==> src/hdl/assert_macros.svh <==
// assertion shorthands shared by the formatter modules
// expects clk and arst_n in the scope where a macro is used
`ifndef ASSERT_MACROS_SVH
`define ASSERT_MACROS_SVH

// condition checked at every clock edge out of reset
`define ITA_ASSERT(lbl, cond, msg) \
	lbl: assert property (@(posedge clk) disable iff (!arst_n) (cond)) \
		else $error(msg);

// same-cycle implication
`define ITA_ASSERT_IMP(lbl, ante, cons, msg) \
	lbl: assert property (@(posedge clk) disable iff (!arst_n) (ante) |-> (cons)) \
		else $error(msg);

`endif

==> src/hdl/ita_pkg.sv <==
// shared constants, types and the digit-to-character function of the formatter
// no dependencies
package ita_pkg;

	localparam int VALUE_BITS  = 32;
	localparam int MAX_CHARS   = 64;
	localparam int WIDTH_LIMIT = 64;
	localparam int PREC_LIMIT  = 60;
	localparam int BASE_MIN    = 2;
	localparam int BASE_MAX    = 36;
	localparam int BASE_OCT    = 8;
	localparam int BASE_HEX    = 16;

	localparam int DIG_W     = 6;                        // base and digit value
	localparam int FW_W      = 7;                        // width field
	localparam int PREC_W    = 6;                        // precision field
	localparam int BIT_CNT_W = $clog2(VALUE_BITS);
	localparam int ND_W      = $clog2(VALUE_BITS + 1);
	localparam int CNT_W     = 8;                        // pad, precision and total counts
	localparam int CHR_CNT_W = $clog2(MAX_CHARS + 1);

	localparam logic [7:0] CH_NUL   = 8'h00;
	localparam logic [7:0] CH_SPACE = 8'h20;
	localparam logic [7:0] CH_PLUS  = 8'h2b;
	localparam logic [7:0] CH_MINUS = 8'h2d;
	localparam logic [7:0] CH_ZERO  = 8'h30;
	localparam logic [7:0] CH_X     = 8'h78;
	localparam logic [7:0] CH_UPPER_A = 8'h41;
	localparam logic [7:0] CH_LOWER_A = 8'h61;

	typedef struct packed {
		logic                 busy;
		logic                 digit_vld;
		logic [DIG_W-1:0]     digit;
		logic                 done;
	} div_stat_t;

	typedef struct packed {
		logic                 err;
		logic [7:0]           sign_chr;   // CH_NUL when no sign is printed
		logic [1:0]           pfx_len;
		logic                 zpad;
		logic                 left;
		logic                 upper;
		logic [CNT_W-1:0]     pad;
		logic [CNT_W-1:0]     prec_zeros;
		logic [ND_W-1:0]      ndig;
		logic [CHR_CNT_W-1:0] nchars;
	} emit_cfg_t;

	function automatic logic [7:0] digit_char(input logic [DIG_W-1:0] d, input logic upper);
		logic [7:0] d8;
		d8 = {{(8 - DIG_W){1'b0}}, d};
		if (d8 < 8'd10)
			return CH_ZERO + d8;
		else
			return (upper ? CH_UPPER_A : CH_LOWER_A) + d8 - 8'd10;
	endfunction

endpackage

==> src/hdl/integer_to_ascii_formatter.sv <==
// Integer to ASCII formatter. Each input item is one printf-style integer conversion;
// the text comes out one character per output item, last set on the final one, or a
// single item with bad_base set when the base is outside 2..36. The magnitude is
// converted by a bit-serial divider one digit at a time. One item is converted at a
// time; the next is accepted once the last character has been loaded into the output
// register. Top level of the block; depends on ita_pkg, ita_divider, ita_digit_stack,
// ita_emitter and assert_macros.svh.
`include "assert_macros.svh"

module integer_to_ascii_formatter (
	input  logic                               clk,
	input  logic                               arst_n,
	input  logic                               in_valid,
	output logic                               in_ready,
	input  logic [ita_pkg::VALUE_BITS-1:0]     value,
	input  logic [ita_pkg::DIG_W-1:0]          base,
	input  logic [ita_pkg::FW_W-1:0]           width,
	input  logic [ita_pkg::PREC_W-1:0]         precision,
	input  logic                               left_align,
	input  logic                               plus_sign,
	input  logic                               space_sign,
	input  logic                               alt_prefix,
	input  logic                               zero_pad,
	input  logic                               upper_case,
	input  logic                               is_signed,
	output logic                               out_valid,
	input  logic                               out_ready,
	output logic [7:0]                         character,
	output logic                               last,
	output logic                               bad_base
);

	localparam logic [1:0] ST_IDLE = 2'd0;
	localparam logic [1:0] ST_DIV  = 2'd1;
	localparam logic [1:0] ST_LOAD = 2'd2;
	localparam logic [1:0] ST_EMIT = 2'd3;

	logic [1:0]                        state_q;
	logic [ita_pkg::ND_W-1:0]          nd_q;
	logic [ita_pkg::FW_W-1:0]          width_q;
	logic [ita_pkg::PREC_W-1:0]        prec_q;
	logic [7:0]                        sign_chr_q;
	logic [1:0]                        pfx_len_q;
	logic                              zpad_q;
	logic                              left_q;
	logic                              upper_q;

	logic                              accept;
	logic                              base_ok;
	logic                              neg;
	logic [7:0]                        sign_chr;
	logic [ita_pkg::VALUE_BITS-1:0]    mag;
	logic [1:0]                        pfx_len;

	logic [ita_pkg::CNT_W-1:0]         width_sat;
	logic [ita_pkg::CNT_W-1:0]         prec_sat;
	logic [ita_pkg::CNT_W-1:0]         nd_ext;
	logic [ita_pkg::CNT_W-1:0]         prec_eff;
	logic [ita_pkg::CNT_W-1:0]         fixed_len;
	logic [ita_pkg::CNT_W-1:0]         total;

	ita_pkg::div_stat_t                div_stat;
	ita_pkg::emit_cfg_t                emit_cfg;
	logic                              emit_load;
	logic                              emit_busy;
	logic                              stk_pop;
	logic [ita_pkg::DIG_W-1:0]         stk_top;

	assign in_ready = state_q == ST_IDLE;
	assign accept   = in_valid && in_ready;

	always_comb begin
		base_ok = base inside {[ita_pkg::BASE_MIN:ita_pkg::BASE_MAX]};
		neg     = is_signed && value[ita_pkg::VALUE_BITS-1];
		mag     = neg ? (~value + 1'b1) : value;
		if (neg)
			sign_chr = ita_pkg::CH_MINUS;
		else if (is_signed && plus_sign)
			sign_chr = ita_pkg::CH_PLUS;
		else if (is_signed && space_sign)
			sign_chr = ita_pkg::CH_SPACE;
		else
			sign_chr = ita_pkg::CH_NUL;
		if (alt_prefix && base == ita_pkg::DIG_W'(ita_pkg::BASE_HEX))
			pfx_len = 2'd2;
		else if (alt_prefix && base == ita_pkg::DIG_W'(ita_pkg::BASE_OCT))
			pfx_len = 2'd1;
		else
			pfx_len = 2'd0;
	end

	// field layout once the digit count is known
	always_comb begin
		width_sat = (width_q > ita_pkg::FW_W'(ita_pkg::WIDTH_LIMIT))
		          ? ita_pkg::CNT_W'(ita_pkg::WIDTH_LIMIT)
		          : ita_pkg::CNT_W'(width_q);
		prec_sat  = (prec_q > ita_pkg::PREC_W'(ita_pkg::PREC_LIMIT))
		          ? ita_pkg::CNT_W'(ita_pkg::PREC_LIMIT)
		          : ita_pkg::CNT_W'(prec_q);
		nd_ext    = ita_pkg::CNT_W'(nd_q);
		prec_eff  = (prec_sat > nd_ext) ? prec_sat : nd_ext;
		fixed_len = prec_eff + ita_pkg::CNT_W'(pfx_len_q)
		          + ita_pkg::CNT_W'(sign_chr_q != ita_pkg::CH_NUL);
		total     = (width_sat > fixed_len) ? width_sat : fixed_len;

		emit_cfg            = '0;
		if (state_q == ST_LOAD) begin
			emit_cfg.sign_chr   = sign_chr_q;
			emit_cfg.pfx_len    = pfx_len_q;
			emit_cfg.zpad       = zpad_q;
			emit_cfg.left       = left_q;
			emit_cfg.upper      = upper_q;
			emit_cfg.pad        = total - fixed_len;
			emit_cfg.prec_zeros = prec_eff - nd_ext;
			emit_cfg.ndig       = nd_q;
			emit_cfg.nchars     = (total > ita_pkg::CNT_W'(ita_pkg::MAX_CHARS))
			                    ? ita_pkg::CHR_CNT_W'(ita_pkg::MAX_CHARS)
			                    : ita_pkg::CHR_CNT_W'(total);
		end else begin
			emit_cfg.err        = 1'b1;
			emit_cfg.nchars     = ita_pkg::CHR_CNT_W'(1);
		end
	end

	assign emit_load = (accept && !base_ok) || (state_q == ST_LOAD);

	always_ff @(posedge clk or negedge arst_n) begin
		if (!arst_n) begin
			state_q <= ST_IDLE;
			nd_q    <= '0;
		end else begin
			if (accept)
				nd_q <= '0;
			else if (div_stat.digit_vld)
				nd_q <= nd_q + 1'b1;
			case (state_q)
				ST_IDLE: if (accept) state_q <= base_ok ? ST_DIV : ST_EMIT;
				ST_DIV:  if (div_stat.done) state_q <= ST_LOAD;
				ST_LOAD: state_q <= ST_EMIT;
				ST_EMIT: if (!emit_busy) state_q <= ST_IDLE;
				default: state_q <= ST_IDLE;
			endcase
		end
	end

	always_ff @(posedge clk) begin
		if (accept) begin
			width_q    <= width;
			prec_q     <= precision;
			sign_chr_q <= sign_chr;
			pfx_len_q  <= pfx_len;
			zpad_q     <= zero_pad && !left_align;
			left_q     <= left_align;
			upper_q    <= upper_case;
		end
	end

	ita_divider u_divider (
		.clk    (clk),
		.arst_n (arst_n),
		.start  (accept && base_ok),
		.mag    (mag),
		.base   (base),
		.stat   (div_stat)
	);

	ita_digit_stack u_stack (
		.clk  (clk),
		.push (div_stat.digit_vld),
		.pop  (stk_pop),
		.din  (div_stat.digit),
		.top  (stk_top)
	);

	ita_emitter u_emitter (
		.clk       (clk),
		.arst_n    (arst_n),
		.load      (emit_load),
		.cfg       (emit_cfg),
		.top_digit (stk_top),
		.pop       (stk_pop),
		.busy      (emit_busy),
		.out_valid (out_valid),
		.out_ready (out_ready),
		.character (character),
		.last      (last),
		.bad_base  (bad_base)
	);

	`ITA_ASSERT_IMP(a_ready_when_quiet, in_ready, !div_stat.busy && !emit_busy,
		"item accepted while a conversion is running")
	`ITA_ASSERT_IMP(a_push_pop_apart, div_stat.digit_vld, !stk_pop, "digit push and pop collide")
	`ITA_ASSERT(a_digit_count_bound, nd_q <= ita_pkg::ND_W'(ita_pkg::VALUE_BITS),
		"more digits than value bits")

endmodule

==> src/hdl/ita_divider.sv <==
// bit-serial restoring divider: peels one digit at a time, least significant first
// depends on ita_pkg and assert_macros.svh
`include "assert_macros.svh"

module ita_divider (
	input  logic                               clk,
	input  logic                               arst_n,
	input  logic                               start,
	input  logic [ita_pkg::VALUE_BITS-1:0]     mag,
	input  logic [ita_pkg::DIG_W-1:0]          base,
	output ita_pkg::div_stat_t                 stat
);

	logic                              busy_q;
	logic [ita_pkg::BIT_CNT_W-1:0]     cnt_q;
	logic [ita_pkg::VALUE_BITS-1:0]    quo_q;
	logic [ita_pkg::DIG_W-1:0]         rem_q;
	logic [ita_pkg::DIG_W-1:0]         base_q;

	logic [ita_pkg::DIG_W:0]           trial;
	logic                              ge;
	logic [ita_pkg::DIG_W-1:0]         rem_nx;
	logic [ita_pkg::VALUE_BITS-1:0]    quo_nx;
	logic                              step_end;

	always_comb begin
		trial    = {rem_q, quo_q[ita_pkg::VALUE_BITS-1]};
		ge       = trial >= {1'b0, base_q};
		rem_nx   = ge ? ita_pkg::DIG_W'(trial - {1'b0, base_q})
		              : trial[ita_pkg::DIG_W-1:0];
		quo_nx   = {quo_q[ita_pkg::VALUE_BITS-2:0], ge};
		step_end = busy_q && (cnt_q == ita_pkg::BIT_CNT_W'(ita_pkg::VALUE_BITS - 1));
	end

	assign stat.busy      = busy_q;
	assign stat.digit_vld = step_end;
	assign stat.digit     = rem_nx;
	assign stat.done      = step_end && (quo_nx == '0);

	always_ff @(posedge clk or negedge arst_n) begin
		if (!arst_n) begin
			busy_q <= 1'b0;
			cnt_q  <= '0;
		end else if (start) begin
			busy_q <= 1'b1;
			cnt_q  <= '0;
		end else if (busy_q) begin
			if (step_end) begin
				cnt_q  <= '0;
				busy_q <= quo_nx != '0;
			end else begin
				cnt_q <= cnt_q + 1'b1;
			end
		end
	end

	always_ff @(posedge clk) begin
		if (start) begin
			quo_q  <= mag;
			rem_q  <= '0;
			base_q <= base;
		end else if (busy_q) begin
			quo_q <= quo_nx;
			// remainder restarts at zero for the next digit
			rem_q <= step_end ? '0 : rem_nx;
		end
	end

	`ITA_ASSERT_IMP(a_digit_below_base, stat.digit_vld, stat.digit < base_q, "digit not below base")
	`ITA_ASSERT_IMP(a_no_restart_busy, start, !busy_q, "divider restarted while busy")
	`ITA_ASSERT_IMP(a_idle_count_clear, !busy_q, cnt_q == '0, "bit count left over while idle")

endmodule

==> src/hdl/ita_digit_stack.sv <==
// shift-line stack: digits pushed least significant first, popped most significant first
// depends on ita_pkg
module ita_digit_stack (
	input  logic                          clk,
	input  logic                          push,
	input  logic                          pop,
	input  logic [ita_pkg::DIG_W-1:0]     din,
	output logic [ita_pkg::DIG_W-1:0]     top
);

	logic [ita_pkg::DIG_W-1:0] stk_q [ita_pkg::VALUE_BITS];

	always_ff @(posedge clk) begin
		if (push) begin
			stk_q[0] <= din;
			for (int i = 1; i < ita_pkg::VALUE_BITS; i++)
				stk_q[i] <= stk_q[i-1];
		end else if (pop) begin
			for (int i = 0; i < ita_pkg::VALUE_BITS - 1; i++)
				stk_q[i] <= stk_q[i+1];
		end
	end

	assign top = stk_q[0];

endmodule

==> src/hdl/ita_emitter.sv <==
// character sequencer: walks the text sections and drives the output register
// depends on ita_pkg and assert_macros.svh
`include "assert_macros.svh"

module ita_emitter (
	input  logic                          clk,
	input  logic                          arst_n,
	input  logic                          load,
	input  ita_pkg::emit_cfg_t            cfg,
	input  logic [ita_pkg::DIG_W-1:0]     top_digit,
	output logic                          pop,
	output logic                          busy,
	output logic                          out_valid,
	input  logic                          out_ready,
	output logic [7:0]                    character,
	output logic                          last,
	output logic                          bad_base
);

	localparam logic [3:0] PH_IDLE  = 4'd0;
	localparam logic [3:0] PH_LEAD  = 4'd1;
	localparam logic [3:0] PH_SIGN  = 4'd2;
	localparam logic [3:0] PH_PFX0  = 4'd3;
	localparam logic [3:0] PH_PFXX  = 4'd4;
	localparam logic [3:0] PH_ZPAD  = 4'd5;
	localparam logic [3:0] PH_PREC  = 4'd6;
	localparam logic [3:0] PH_DIG   = 4'd7;
	localparam logic [3:0] PH_TRAIL = 4'd8;
	localparam logic [3:0] PH_ERR   = 4'd9;

	logic [3:0]                        ph_q;
	logic [ita_pkg::CHR_CNT_W-1:0]     left_cnt_q;
	logic [ita_pkg::CNT_W-1:0]         pad_q;
	logic [ita_pkg::CNT_W-1:0]         precz_q;
	logic [ita_pkg::ND_W-1:0]          nd_q;
	logic [7:0]                        sign_q;
	logic [1:0]                        pfx_q;
	logic                              zpad_q;
	logic                              lalign_q;
	logic                              upper_q;
	logic                              out_vld_q;
	logic [7:0]                        char_q;
	logic                              last_q;
	logic                              bad_q;

	logic                              want;
	logic [7:0]                        ch;
	logic [3:0]                        ph_nx;
	logic                              slot_free;
	logic                              fire;

	always_comb begin
		want  = 1'b0;
		ch    = ita_pkg::CH_SPACE;
		ph_nx = PH_IDLE;
		case (ph_q)
			PH_LEAD: begin
				want  = !lalign_q && !zpad_q && (pad_q != '0);
				ph_nx = PH_SIGN;
			end
			PH_SIGN: begin
				want  = sign_q != ita_pkg::CH_NUL;
				ch    = sign_q;
				ph_nx = PH_PFX0;
			end
			PH_PFX0: begin
				want  = pfx_q != 2'd0;
				ch    = ita_pkg::CH_ZERO;
				ph_nx = PH_PFXX;
			end
			PH_PFXX: begin
				want  = pfx_q == 2'd2;
				ch    = ita_pkg::CH_X;
				ph_nx = PH_ZPAD;
			end
			PH_ZPAD: begin
				want  = zpad_q && (pad_q != '0);
				ch    = ita_pkg::CH_ZERO;
				ph_nx = PH_PREC;
			end
			PH_PREC: begin
				want  = precz_q != '0;
				ch    = ita_pkg::CH_ZERO;
				ph_nx = PH_DIG;
			end
			PH_DIG: begin
				want  = nd_q != '0;
				ch    = ita_pkg::digit_char(top_digit, upper_q);
				ph_nx = PH_TRAIL;
			end
			PH_TRAIL: begin
				want  = lalign_q && (pad_q != '0);
				ph_nx = PH_IDLE;
			end
			PH_ERR: begin
				want  = 1'b1;
				ch    = ita_pkg::CH_NUL;
				ph_nx = PH_IDLE;
			end
			default: begin
				want  = 1'b0;
				ph_nx = PH_IDLE;
			end
		endcase
	end

	assign slot_free = !out_vld_q || out_ready;
	assign fire      = want && slot_free;
	assign pop       = fire && (ph_q == PH_DIG);
	assign busy      = ph_q != PH_IDLE;

	always_ff @(posedge clk or negedge arst_n) begin
		if (!arst_n) begin
			ph_q       <= PH_IDLE;
			left_cnt_q <= '0;
			out_vld_q  <= 1'b0;
		end else begin
			if (load) begin
				ph_q       <= cfg.err ? PH_ERR : PH_LEAD;
				left_cnt_q <= cfg.nchars;
			end else if (ph_q != PH_IDLE) begin
				if (fire) begin
					left_cnt_q <= left_cnt_q - 1'b1;
					// stop at the character budget; single-character sections move on
					if (left_cnt_q == ita_pkg::CHR_CNT_W'(1))
						ph_q <= PH_IDLE;
					else if (ph_q == PH_SIGN || ph_q == PH_PFX0 || ph_q == PH_PFXX ||
					         ph_q == PH_ERR)
						ph_q <= ph_nx;
				end else if (!want) begin
					ph_q <= ph_nx;
				end
			end
			if (fire)
				out_vld_q <= 1'b1;
			else if (out_ready)
				out_vld_q <= 1'b0;
		end
	end

	always_ff @(posedge clk) begin
		if (load) begin
			pad_q    <= cfg.pad;
			precz_q  <= cfg.prec_zeros;
			nd_q     <= cfg.ndig;
			sign_q   <= cfg.sign_chr;
			pfx_q    <= cfg.pfx_len;
			zpad_q   <= cfg.zpad;
			lalign_q <= cfg.left;
			upper_q  <= cfg.upper;
		end else if (fire) begin
			if (ph_q == PH_LEAD || ph_q == PH_ZPAD || ph_q == PH_TRAIL)
				pad_q <= pad_q - 1'b1;
			if (ph_q == PH_PREC)
				precz_q <= precz_q - 1'b1;
			if (ph_q == PH_DIG)
				nd_q <= nd_q - 1'b1;
		end
		if (fire) begin
			char_q <= ch;
			last_q <= left_cnt_q == ita_pkg::CHR_CNT_W'(1);
			bad_q  <= ph_q == PH_ERR;
		end
	end

	assign out_valid = out_vld_q;
	assign character = char_q;
	assign last      = last_q;
	assign bad_base  = bad_q;

	`ITA_ASSERT_IMP(a_idle_no_budget, ph_q == PH_IDLE, left_cnt_q == '0, "budget left while idle")
	`ITA_ASSERT_IMP(a_load_when_idle, load, ph_q == PH_IDLE, "load while sequencing")
	`ITA_ASSERT_IMP(a_err_item_shape, out_vld_q && bad_q,
		last_q && (char_q == ita_pkg::CH_NUL), "error item not a lone nul")

endmodule
==> config.mk <==
export PLATFORM = sky130hd
export DESIGN_NAME = integer_to_ascii_formatter
export DESIGN_NICKNAME = d
export VERILOG_FILES = /design/src/hdl/ita_pkg.sv /design/src/hdl/integer_to_ascii_formatter.sv /design/src/hdl/ita_divider.sv /design/src/hdl/ita_digit_stack.sv /design/src/hdl/ita_emitter.sv
export VERILOG_INCLUDE_DIRS = /design/src /design/src/hdl
export SDC_FILE = /design/constraint.sdc
export NUM_CORES = 1
export LEC_CHECK = 0
export BUFFER_PORTS_ARGS = -buffer_cell sky130_fd_sc_hd__clkbuf_2
export CAP_MARGIN = 20
export CORE_ASPECT_RATIO = 1.4
export CORE_UTILIZATION = 64
export CTS_BUF_LIST = sky130_fd_sc_hd__clkbuf_8
export CTS_CLUSTER_SIZE = 10
export DETAILED_ROUTE_END_ITERATION = 7
export PLACE_DENSITY = 0.85
export SLEW_MARGIN = 0
export SYNTH_ARGS = -nofsm -noshare
export SYNTH_HDL_FRONTEND = slang
export SYNTH_HIERARCHICAL = 1
export SYNTH_SLANG_ARGS = --single-unit
export TNS_END_PERCENT = 30
==> constraint.sdc <==
create_clock -name clk -period 19.26 [get_ports clk]
set_input_delay 1.926 -clock clk [delete_from_list [all_inputs] [get_ports clk]]
set_output_delay 1.926 -clock clk [all_outputs]
set_load 0.02 [all_outputs]
==> flow_metrics.py, run 1 <==
metrics = {
    "clock_network": {
        "cts.hold.buffers_added": 0,
        "cts_setup_buffers": 0,
        "path_clk_slew_ps": 70,
        "htreeDepth": 2,
        "insertion_delay_ps": 600,
        "cts_made_buffers": 48,
        "cts_max_path_buffers": 3,
        "cts-root-buf": "clkbuf_8",
        "clock_sinks": 329,
        "post_cts_resized": 0,
        "cts_tree": "yes",
    },
    "sta": {
        "min_period_ps": 6974,
        "hold_viol": 0,
        "worst_pin_slew_ps": 1040,
        "rsz0062_at_grt": "no",
        "finalCritPeriodShare_pct": 36.21,
        "slew_headroom_pct": 29.93,
        "fin_skew_ps": 31.70,
        "fmax_ghz": 0.1434,
        "fin_hold_ws_ps": 446.1,
        "slew_violations": 0,
        "setup_viol": 0,
        "fin_setup_tns_ps": 0,
    },
    "finish": {
        "drive_above_1_share_pct": 28.18,
        "final_cell_count_no_fill": 1820,
        "multi_input_area_um2": 7279,
        "num_antenna_cells": 0,
        "regArea_um2": 9689,
        "fillers": 1840,
        "finalNetCount": 1537,
        "area_growth_pct": 8.861,
    },
    "critical_path": {
        "crit_family": "compound AO/OA/AOI/OAI gates",
        "cpPeakStageDelay_ps": 460,
        "start_kind": "register",
        "cpMaxStageDelayCell": "fa_1",
        "crit_buf_inv": 1,
        "critPathArrivalTime_ps": 7280,
        "worstPathMaxFanout": 8,
        "cp.required_ps": 19570,
        "critPathKind": "register to register",
        "cp-end-kind": "register",
    },
    "run": {
        "maxCapViolCount": 0,
    },
    "power": {
        "intPower_w": 0.001184,
        "ir_worst_vdd_v": 0.00005999,
        "cellPowerDensity_nw_per_um2": 85.21,
        "leakagePower_nw": 6.819,
        "p_total_w": 0.001627,
        "switching_share_pct": 27.25,
        "seqPwrFrac_pct": 53.6,
        "p_comb_share_pct": 14.3,
        "power_frac_clock_pct": 32.2,
        "power.switching_w": 0.0004432,
    },
    "detailed_routing": {
        "viasPerCell": 5.934,
        "firstDrtPassIters": 5,
        "drtIter0Drc": 586,
        "postRouteWirelength_um": 32630,
        "wl_per_cell_um": 17.93,
        "drc": 0,
        "drtAntennaViolNets": 0,
        "num_vias": 10800,
    },
    "floorplan": {
        "core_um2": 26920,
        "pin_count": 74,
        "rows": 71,
        "die_width_um": 141.9,
        "die_h_um": 197.9,
        "start_util_pct": 65.15,
        "dieArea_um2": 28080,
    },
    "grt": {
        "global_route.usage.total_pct": 23.77,
        "grt_pass1_vias": 10960,
        "antenna_found_initial": 0,
        "grt_pass1_wl_um": 52850,
        "grt_overflow": 0,
        "grt_max_degree": 101,
    },
    "placed_design": {
        "dp_hpwl_um": 22110,
        "gp_congestion": 0.8637,
        "numPortBuffers": 73,
        "place_inst": 1727,
    },
    "worst_hold_path": {
        "min_path_type": "register to register",
    },
    "status": {
        "outcome": "finished, final reports clean",
    },
    "yosys": {
        "postSynthCellCount": 1340,
        "syn_area_um2": 17540,
        "ys_warn_count": 6,
        "avgSynthCellArea_um2": 13.09,
    },
}
-- registers in the layout, indices dropped and copies added (netlist names), 4 cells and up --
name / flops
u_emitter/sign_q: 8
nd_q: 6
u_emitter/precz_q: 8
width_q: 7
u_stack/stk_q: 192
u_divider/quo_q: 32
u_emitter/pad_q: 8
u_emitter/character: 8
prec_q: 6
u_divider/rem_q: 6
u_divider/cnt_q: 5
u_emitter/ph_q: 4
sign_chr_q: 4
u_emitter/left_cnt_q: 7
u_emitter/nd_q: 6
u_divider/base_q: 6
-- layout by cell type, fill, tap and decap left out, types with 10 or more instances in the layout --
master / n
nor4_1: 14
dfrtp_1: 26
nor3_1: 25
edfxtp_1: 297
nor2b_1: 16
mux2_2: 202
nand2b_1: 18
xor2_1: 25
ha_1: 54
a21o_1: 10
nand3_1: 14
clkinv_1: 15
inv_1: 83
nor2_1: 74
mux2i_1: 11
clkbuf_8: 50
a31oi_1: 10
clkbuf_2: 73
xnor2_1: 40
a21oi_1: 39
and2_1: 10
nand2_1: 72
nand4_1: 13
mux2_4: 22
o31ai_1: 10
o21ai_0: 48
-- power by group through the flow --
| stage | logic, W | clock network (W) | registers [W] |
|---|---|---|---|
| 6_report | 0.000232 | 0.000523 | 0.000871 |
| 2_1_floorplan | 0.000181 | 0 | 0.000876 |
| 4_1_cts | 0.000230 | 0.000536 | 0.000871 |
| 3_5_place_dp | 0.000229 | 0 | 0.000886 |
| 5_1_grt | 0.000254 | 0.000566 | 0.000876 |
| 3_3_place_gp | 0.000223 | 0 | 0.000883 |
-- metrics by stage --
stage	setup slack [ps]	instance area (µm²)	util [%]
after detailed placement	12330	18110	67.30
after global placement	12510	18090	67.20
after CTS	12340	19010	70.62
final	12290	19090	70.92
after floorplan	13100	17540	-
after global routing	11630	19090	70.92
-- worst paths after layout --
check                           depth (start not counted)  slack [ps]                   end                  from
worst max-delay path                                   32       12290    u_emitter/pad_q[6]             prec_q[4]
worst min-delay path                                    0         450  u_stack/stk_q[1][90]  u_stack/stk_q[1][84]
worst max register to register                         32       12290    u_emitter/pad_q[6]             prec_q[4]
worst min register to register                          0         450  u_stack/stk_q[1][90]  u_stack/stk_q[1][84]
max in group asynchronous                               1       17380               nd_q[5]                arst_n
min in group asynchronous                               1        1390               nd_q[1]                arst_n
-- layout make-up --
type / count / share of cell area [%]
inverters: 69 / 1.357
well taps: 365 / 2.392
multi-input cells: 885 / 38.13
clock buffers: 50 / 3.605
clock inverters: 40 / 1.075
repair buffers: 82 / 2.687
flip-flops and latches: 329 / 50.75
-- layer usage --
layer | global-route usage [%] | part of all wire [%] | up-vias
met5 | 0 | 0 | -
met4 | 9.757 | 3.1 | 0
met1 | 29.01 | 42 | 5313
met2 | 41.71 | 51 | 232
met3 | 4.015 | 4.0 | 75
li1 | - | - | 5180
Power figures use the tool's default switching activity.
==> run 2: changes to the inputs <==
--- a/config.mk
+++ b/config.mk
@@ -6,6 +6,7 @@
 export SDC_FILE = /design/constraint.sdc
 export NUM_CORES = 1
 export LEC_CHECK = 0
+export ABC_AREA = 1
 export BUFFER_PORTS_ARGS = -buffer_cell sky130_fd_sc_hd__clkbuf_2
 export CAP_MARGIN = 20
 export CORE_ASPECT_RATIO = 1.4
==> constraint.sdc (replaced) <==
create_clock -name clk -period 6.5 [get_ports clk]
set_input_delay 0.65 -clock clk [delete_from_list [all_inputs] [get_ports clk]]
set_output_delay 0.65 -clock clk [all_outputs]
set_load 0.02 [all_outputs]
==> flow_metrics.py, run 2 <==
metrics = {
    "detailed_routing": {
        "drc": 0,
        "num_vias": 13421,
        "wl_per_cell_um": 14.51,
        "drtAntennaViolNets": 0,
        "viasPerCell": 5.521,
        "drtIter0Drc": 1218,
        "postRouteWirelength_um": 35280,
        "firstDrtPassIters": 5,
    },
    "critical_path": {
        "crit_top_cell": "nand2_1",
        "cp.required_ps": 6810,
        "worstPathMaxFanout": 6,
        "cpMaxStageDelayCell": "fa_1",
        "critPathKind": "register to register",
        "cp-end-kind": "register",
        "start_kind": "register",
        "r2r_slack_ps": 530,
        "critPathArrivalTime_ps": 6280,
        "cpPeakStageDelay_ps": 390,
    },
    "finish": {
        "final_common_cell": "nand2_1",
        "layout_common_cells": "nand2_1 (619), edfxtp_1 (297), inv_1 (212), nand3_1 (176), nor2_1 (119)",
        "largest_reg_flops": 192,
        "design_area_um2": 19310,
        "drive_above_1_share_pct": 11.84,
        "reg_top3": "u_stack/stk_q: 192 flops, u_divider/quo_q: 32 flops",
        "num_antenna_cells": 0,
        "finalNetCount": 2143,
        "final_cell_count_no_fill": 2431,
        "area_growth_pct": 8.121,
        "top_register": "u_stack/stk_q",
    },
    "sta": {
        "fin_hold_ws_ps": 124.1,
        "min_period_ps": 5966,
        "slew_headroom_pct": 29.27,
        "finalCritPeriodShare_pct": 91.78,
        "fin_skew_ps": 25.52,
        "fin_setup_tns_ps": 0,
        "slew_violations": 0,
        "fmax_ghz": 0.1676,
        "worst_pin_slew_ps": 1061,
        "rsz0062_at_grt": "no",
        "setup_viol": 0,
        "hold_viol": 0,
    },
    "grt": {
        "global_route.usage.total_pct": 25.70,
        "grt_pass1_vias": 12801,
        "grt_pass1_wl_um": 59110,
        "grt_max_degree": 109,
        "grt_overflow": 0,
        "antenna_found_initial": 0,
    },
    "clock_network": {
        "cts_made_buffers": 49,
        "insertion_delay_ps": 600,
        "cts_tree": "yes",
        "cts.hold.buffers_added": 0,
        "cts_max_path_buffers": 3,
        "path_clk_slew_ps": 60,
        "htreeDepth": 2,
        "cts-root-buf": "clkbuf_8",
        "clock_sinks": 329,
    },
    "floorplan": {
        "start_util_pct": 64.77,
        "die_h_um": 199.6,
        "dieArea_um2": 28580,
        "core_um2": 27570,
        "die_width_um": 143.2,
        "rows": 72,
        "pin_count": 74,
    },
    "placed_design": {
        "dpl-instance-area_um2": 18290,
        "numPortBuffers": 73,
        "dp_hpwl_um": 23480,
        "gp_congestion": 0.9101,
        "place_inst": 2336,
    },
    "yosys": {
        "avgSynthCellArea_um2": 9.068,
        "postSynthCellCount": 1969,
        "ys_warn_count": 6,
        "syn_area_um2": 17860,
    },
    "power": {
        "ir_worst_vdd_v": 0.0002018,
        "cellPowerDensity_nw_per_um2": 366.9,
        "leakagePower_nw": 8.475,
    },
    "status": {
        "outcome": "finished, final reports clean",
    },
    "worst_hold_path": {
        "min_path_type": "primary input to asynchronous set/reset pin",
    },
    "run": {
        "maxCapViolCount": 0,
    },
}
## run 2: final cells by class
| cell class | count | area [µm²] |
|---|---|---|
| clock buffers | 50 | 688.2 |
| clock inverters | 41 | 235.2 |
| fillers | 2100 | 8260 |
| inverters | 212 | 812.0 |
| multi-input cells | 1345 | 6940 |
| flip-flops and latches | 329 | 9689 |
| well taps | 370 | 462.9 |
| repair buffers | 84 | 478.0 |
## run 2: worst paths after layout
check | depth (start not counted) | startpoint | endpoint
setup / recovery | 41 | prec_q[5] | u_emitter/pad_q[6]
hold reg to reg | 0 | u_stack/stk_q[1][86] | u_stack/stk_q[1][92]
min in group clk | 1 | width[2] | width_q[2]
max in group asynchronous | 1 | arst_n | u_emitter/left_cnt_q[0]
setup reg to reg | 41 | prec_q[5] | u_emitter/pad_q[6]
hold / removal | 1 | arst_n | u_emitter/ph_q[2]
## run 2: per-layer routing
layer	GRT usage [%]	up-vias	wire [µm]
met5	0	-	0
met4	9.996	0	1138
met1	33.84	6316	14870
met3	3.379	90	1670
li1	-	6615	-
met2	43.23	400	17600
## run 2: what timing repair did
| item | CTS | global route |
|---|---|---|
| setup buffers | 0 | 2 |
| pin swaps | 0 | 3 |
| hold endpoints to repair | 0 | 0 |
| gates cloned | 0 | 0 |
| setup endpoints to repair | 1 | 5 |
| resized for setup | 1 | 11 |
## run 2: stage by stage
stage          worst slack [ps]  power [W]  utilization (%)
4_1_cts                   45.77   0.007057            69.71
3_5_place_dp             -9.331   0.005437            66.36
3_3_place_gp              86.94   0.005317            66.36
2_1_floorplan             201.2   0.004892                -
6_report                  534.2   0.007083            70.03
5_1_grt                   9.479   0.007564            70.03
## run 2: critical path: cells and delay by family, from the launching register on
kind / cells / cell delay, ps
flops: 1 / 360
fa+ha+maj: 6 / 1810
compound gates: 8 / 1160
buf+inv: 8 / 500
simple gates: 19 / 1810
## run 2: report_power, final
group | leakage, nW | switching [W] | total [W] | internal (W)
Combinational | 4.80 | 0.00159 | 0.00241 | 0.000823
Clock | 0.523 | 0.000796 | 0.00160 | 0.000803
Sequential | 3.15 | 0.000221 | 0.00307 | 0.00285
Total | 8.47 | 0.00261 | 0.00708 | 0.00448
==> run 3: changes to the inputs <==
--- a/config.mk
+++ b/config.mk
@@ -10,11 +10,11 @@
 export BUFFER_PORTS_ARGS = -buffer_cell sky130_fd_sc_hd__clkbuf_2
 export CAP_MARGIN = 20
 export CORE_ASPECT_RATIO = 1.4
-export CORE_UTILIZATION = 64
+export CORE_UTILIZATION = 58
 export CTS_BUF_LIST = sky130_fd_sc_hd__clkbuf_8
 export CTS_CLUSTER_SIZE = 10
 export DETAILED_ROUTE_END_ITERATION = 7
-export PLACE_DENSITY = 0.85
+export PLACE_DENSITY = 0.82
 export SLEW_MARGIN = 0
 export SYNTH_ARGS = -nofsm -noshare
 export SYNTH_HDL_FRONTEND = slang
==> constraint.sdc (replaced) <==
create_clock -name clk -period 5.33 [get_ports clk]
set_input_delay 0.533 -clock clk [delete_from_list [all_inputs] [get_ports clk]]
set_output_delay 0.533 -clock clk [all_outputs]
set_load 0.02 [all_outputs]
==> flow_metrics.py, run 3 (synthesized netlist as in run 2, its figures left out) <==
metrics = {
    "floorplan": {
        "die_h_um": 209.6,
        "rows": 75,
        "start_util_pct": 59.28,
        "dieArea_um2": 31500,
        "pin_count": 74,
        "core_um2": 30120,
        "die_width_um": 150.3,
    },
    "sta": {
        "hold_viol": 0,
        "rsz0062_at_grt": "yes",
        "fin_hold_ws_ps": 20.62,
        "fmax_ghz": 0.1809,
        "fin_skew_ps": 31.78,
        "worst_pin_slew_ps": 1047,
        "min_period_ps": 5529,
        "setup_viol": 4,
        "slew_headroom_pct": 30.21,
        "fin_setup_tns_ps": -676.1,
        "finalCritPeriodShare_pct": 103.7,
        "slew_violations": 0,
        "layout_setup_ws_ps": -198.9,
    },
    "status": {
        "outcome": "complete, but fails checks",
        "violations": "setup timing",
    },
    "detailed_routing": {
        "wl_per_cell_um": 14.39,
        "viasPerCell": 5.392,
        "firstDrtPassIters": 7,
        "drc": 0,
        "postRouteWirelength_um": 36670,
        "drtAntennaViolNets": 0,
        "drtIter0Drc": 1095,
        "num_vias": 13740,
    },
    "critical_path": {
        "critPathArrivalTime_ps": 5840,
        "critPathKind": "register to register",
        "cpPeakStageDelay_ps": 370,
        "r2r_cells": 44,
        "r2r_slack_ps": -200,
        "r2r-end": "u_emitter/pad_q[6]",
        "timing.rr.start": "prec_q[3]",
        "worstPathMaxFanout": 5,
        "crit_top_cell": "inv_2",
        "cp-end-kind": "register",
        "start_kind": "register",
        "cpMaxStageDelayCell": "fa_2",
        "cp.required_ps": 5640,
    },
    "clock_network": {
        "clock_sinks": 329,
        "htreeDepth": 2,
        "cts_max_path_buffers": 3,
        "cts-root-buf": "clkbuf_8",
        "path_clk_slew_ps": 60,
        "cts_tree": "yes",
        "cts.hold.buffers_added": 0,
        "insertion_delay_ps": 600,
        "cts_made_buffers": 49,
    },
    "grt": {
        "grt_max_degree": 109,
        "antenna_found_initial": 0,
        "grt_pass1_vias": 13166,
        "global_route.usage.total_pct": 23.64,
        "grt_pass1_wl_um": 60590,
        "grt_overflow": 0,
    },
    "finish": {
        "final_common_cell": "nand2_1",
        "area_growth_pct": 14.08,
        "finalNetCount": 2247,
        "layout_common_cells": "nand2_1 (609), edfxtp_1 (297), inv_1 (200), nand3_1 (172), nor2_1 (116)",
        "num_antenna_cells": 0,
        "drive_above_1_share_pct": 18.72,
        "top_register": "u_stack/stk_q",
        "largest_reg_flops": 192,
        "post-route-util_pct": 67.63,
        "reg_top3": "u_stack/stk_q: 192 flops, u_divider/quo_q: 32 flops",
    },
    "power": {
        "p_total_w": 0.009182,
        "ir_worst_vdd_v": 0.0002284,
        "leakagePower_nw": 8.981,
        "cellPowerDensity_nw_per_um2": 450.7,
    },
    "placed_design": {
        "gp_congestion": 0.9010,
        "pre_cts_ws_ps": -548.7,
        "dp_hpwl_um": 23880,
        "numPortBuffers": 73,
    },
    "worst_hold_path": {
        "min_path_type": "primary input to asynchronous set/reset pin",
    },
    "run": {
        "maxCapViolCount": 0,
    },
}
## run 3: cell types whose count changed in the layout (fill, tap and decap cells not counted), moves of 6 or more
cell,change
buf_4,+98
nand2_2,+6
clkinv_1,-10
ha_1,-9
ha_4,+8
inv_2,+14
inv_1,-12
buf_6,+7
o21ai_0,-8
nand2_1,-10
## run 3: worst max-delay path by stage
stage	from	endpoint	slack, ps	depth (start not counted)
global placement	prec_q[5]	u_emitter/pad_q[6]	-360	42
CTS	prec_q[3]	u_emitter/pad_q[6]	-70	42
detailed placement	prec_q[5]	u_emitter/pad_q[6]	-550	43
floorplan	prec_q[4]	u_emitter/pad_q[6]	-490	41
global route	prec_q[3]	u_emitter/pad_q[7]	-580	43
finish	prec_q[3]	u_emitter/pad_q[6]	-200	44
## run 3: worst max-delay path: cells and delay by family (launching register included)
kind / cells / cell delay [ps]
AOI/OAI and AO/OA: 7 / 780
DFF: 1 / 360
and+or+nand+nor: 20 / 1690
adders and majority gates: 6 / 1600
buffers and inverters: 11 / 800
## run 3: what timing repair did
item	CTS	global route
endpoints found under the setup margin	6	11
buffers inserted	42	10
hold endpoints to repair	0	0
resized for setup	37	53
pin swaps	22	35
## run 3: power by group
group	total (W)	switching (W)	internal, W
clock network	0.00192	0.000995	0.000929
registers	0.00375	0.000272	0.00348
logic	0.00351	0.00211	0.00140
total	0.00918	0.00338	0.00580
## run 3: area by class of cell
type                            instances  area, µm²
Fill cell                            2267       9752
Sequential cell                       329       9689
Clock buffer                           53      729.5
Timing Repair Buffer                  188       1267
Tap cell                              385      481.7
Multi-Input combinational cell       1345       7212
Clock inverter                         36      178.9
Inverter                              212      812.0
## run 3: metal layers
layer	wire, µm	global-route usage (%)	vias up
met3	1570	3.043	79
met2	18310	39.28	362
met1	15790	31.81	6474
met5	0	0	-
met4	1000	8.220	0
li1	-	-	6825
## run 3: through the flow
stage / cell area, µm² / std cells
3_5_place_dp: 18750 / 2409
2_1_floorplan: 17860 / 1971
4_1_cts: 20110 / 2540
5_1_grt: 20370 / 2548
6_report: 20370 / 2548
3_3_place_gp: 18750 / 2409
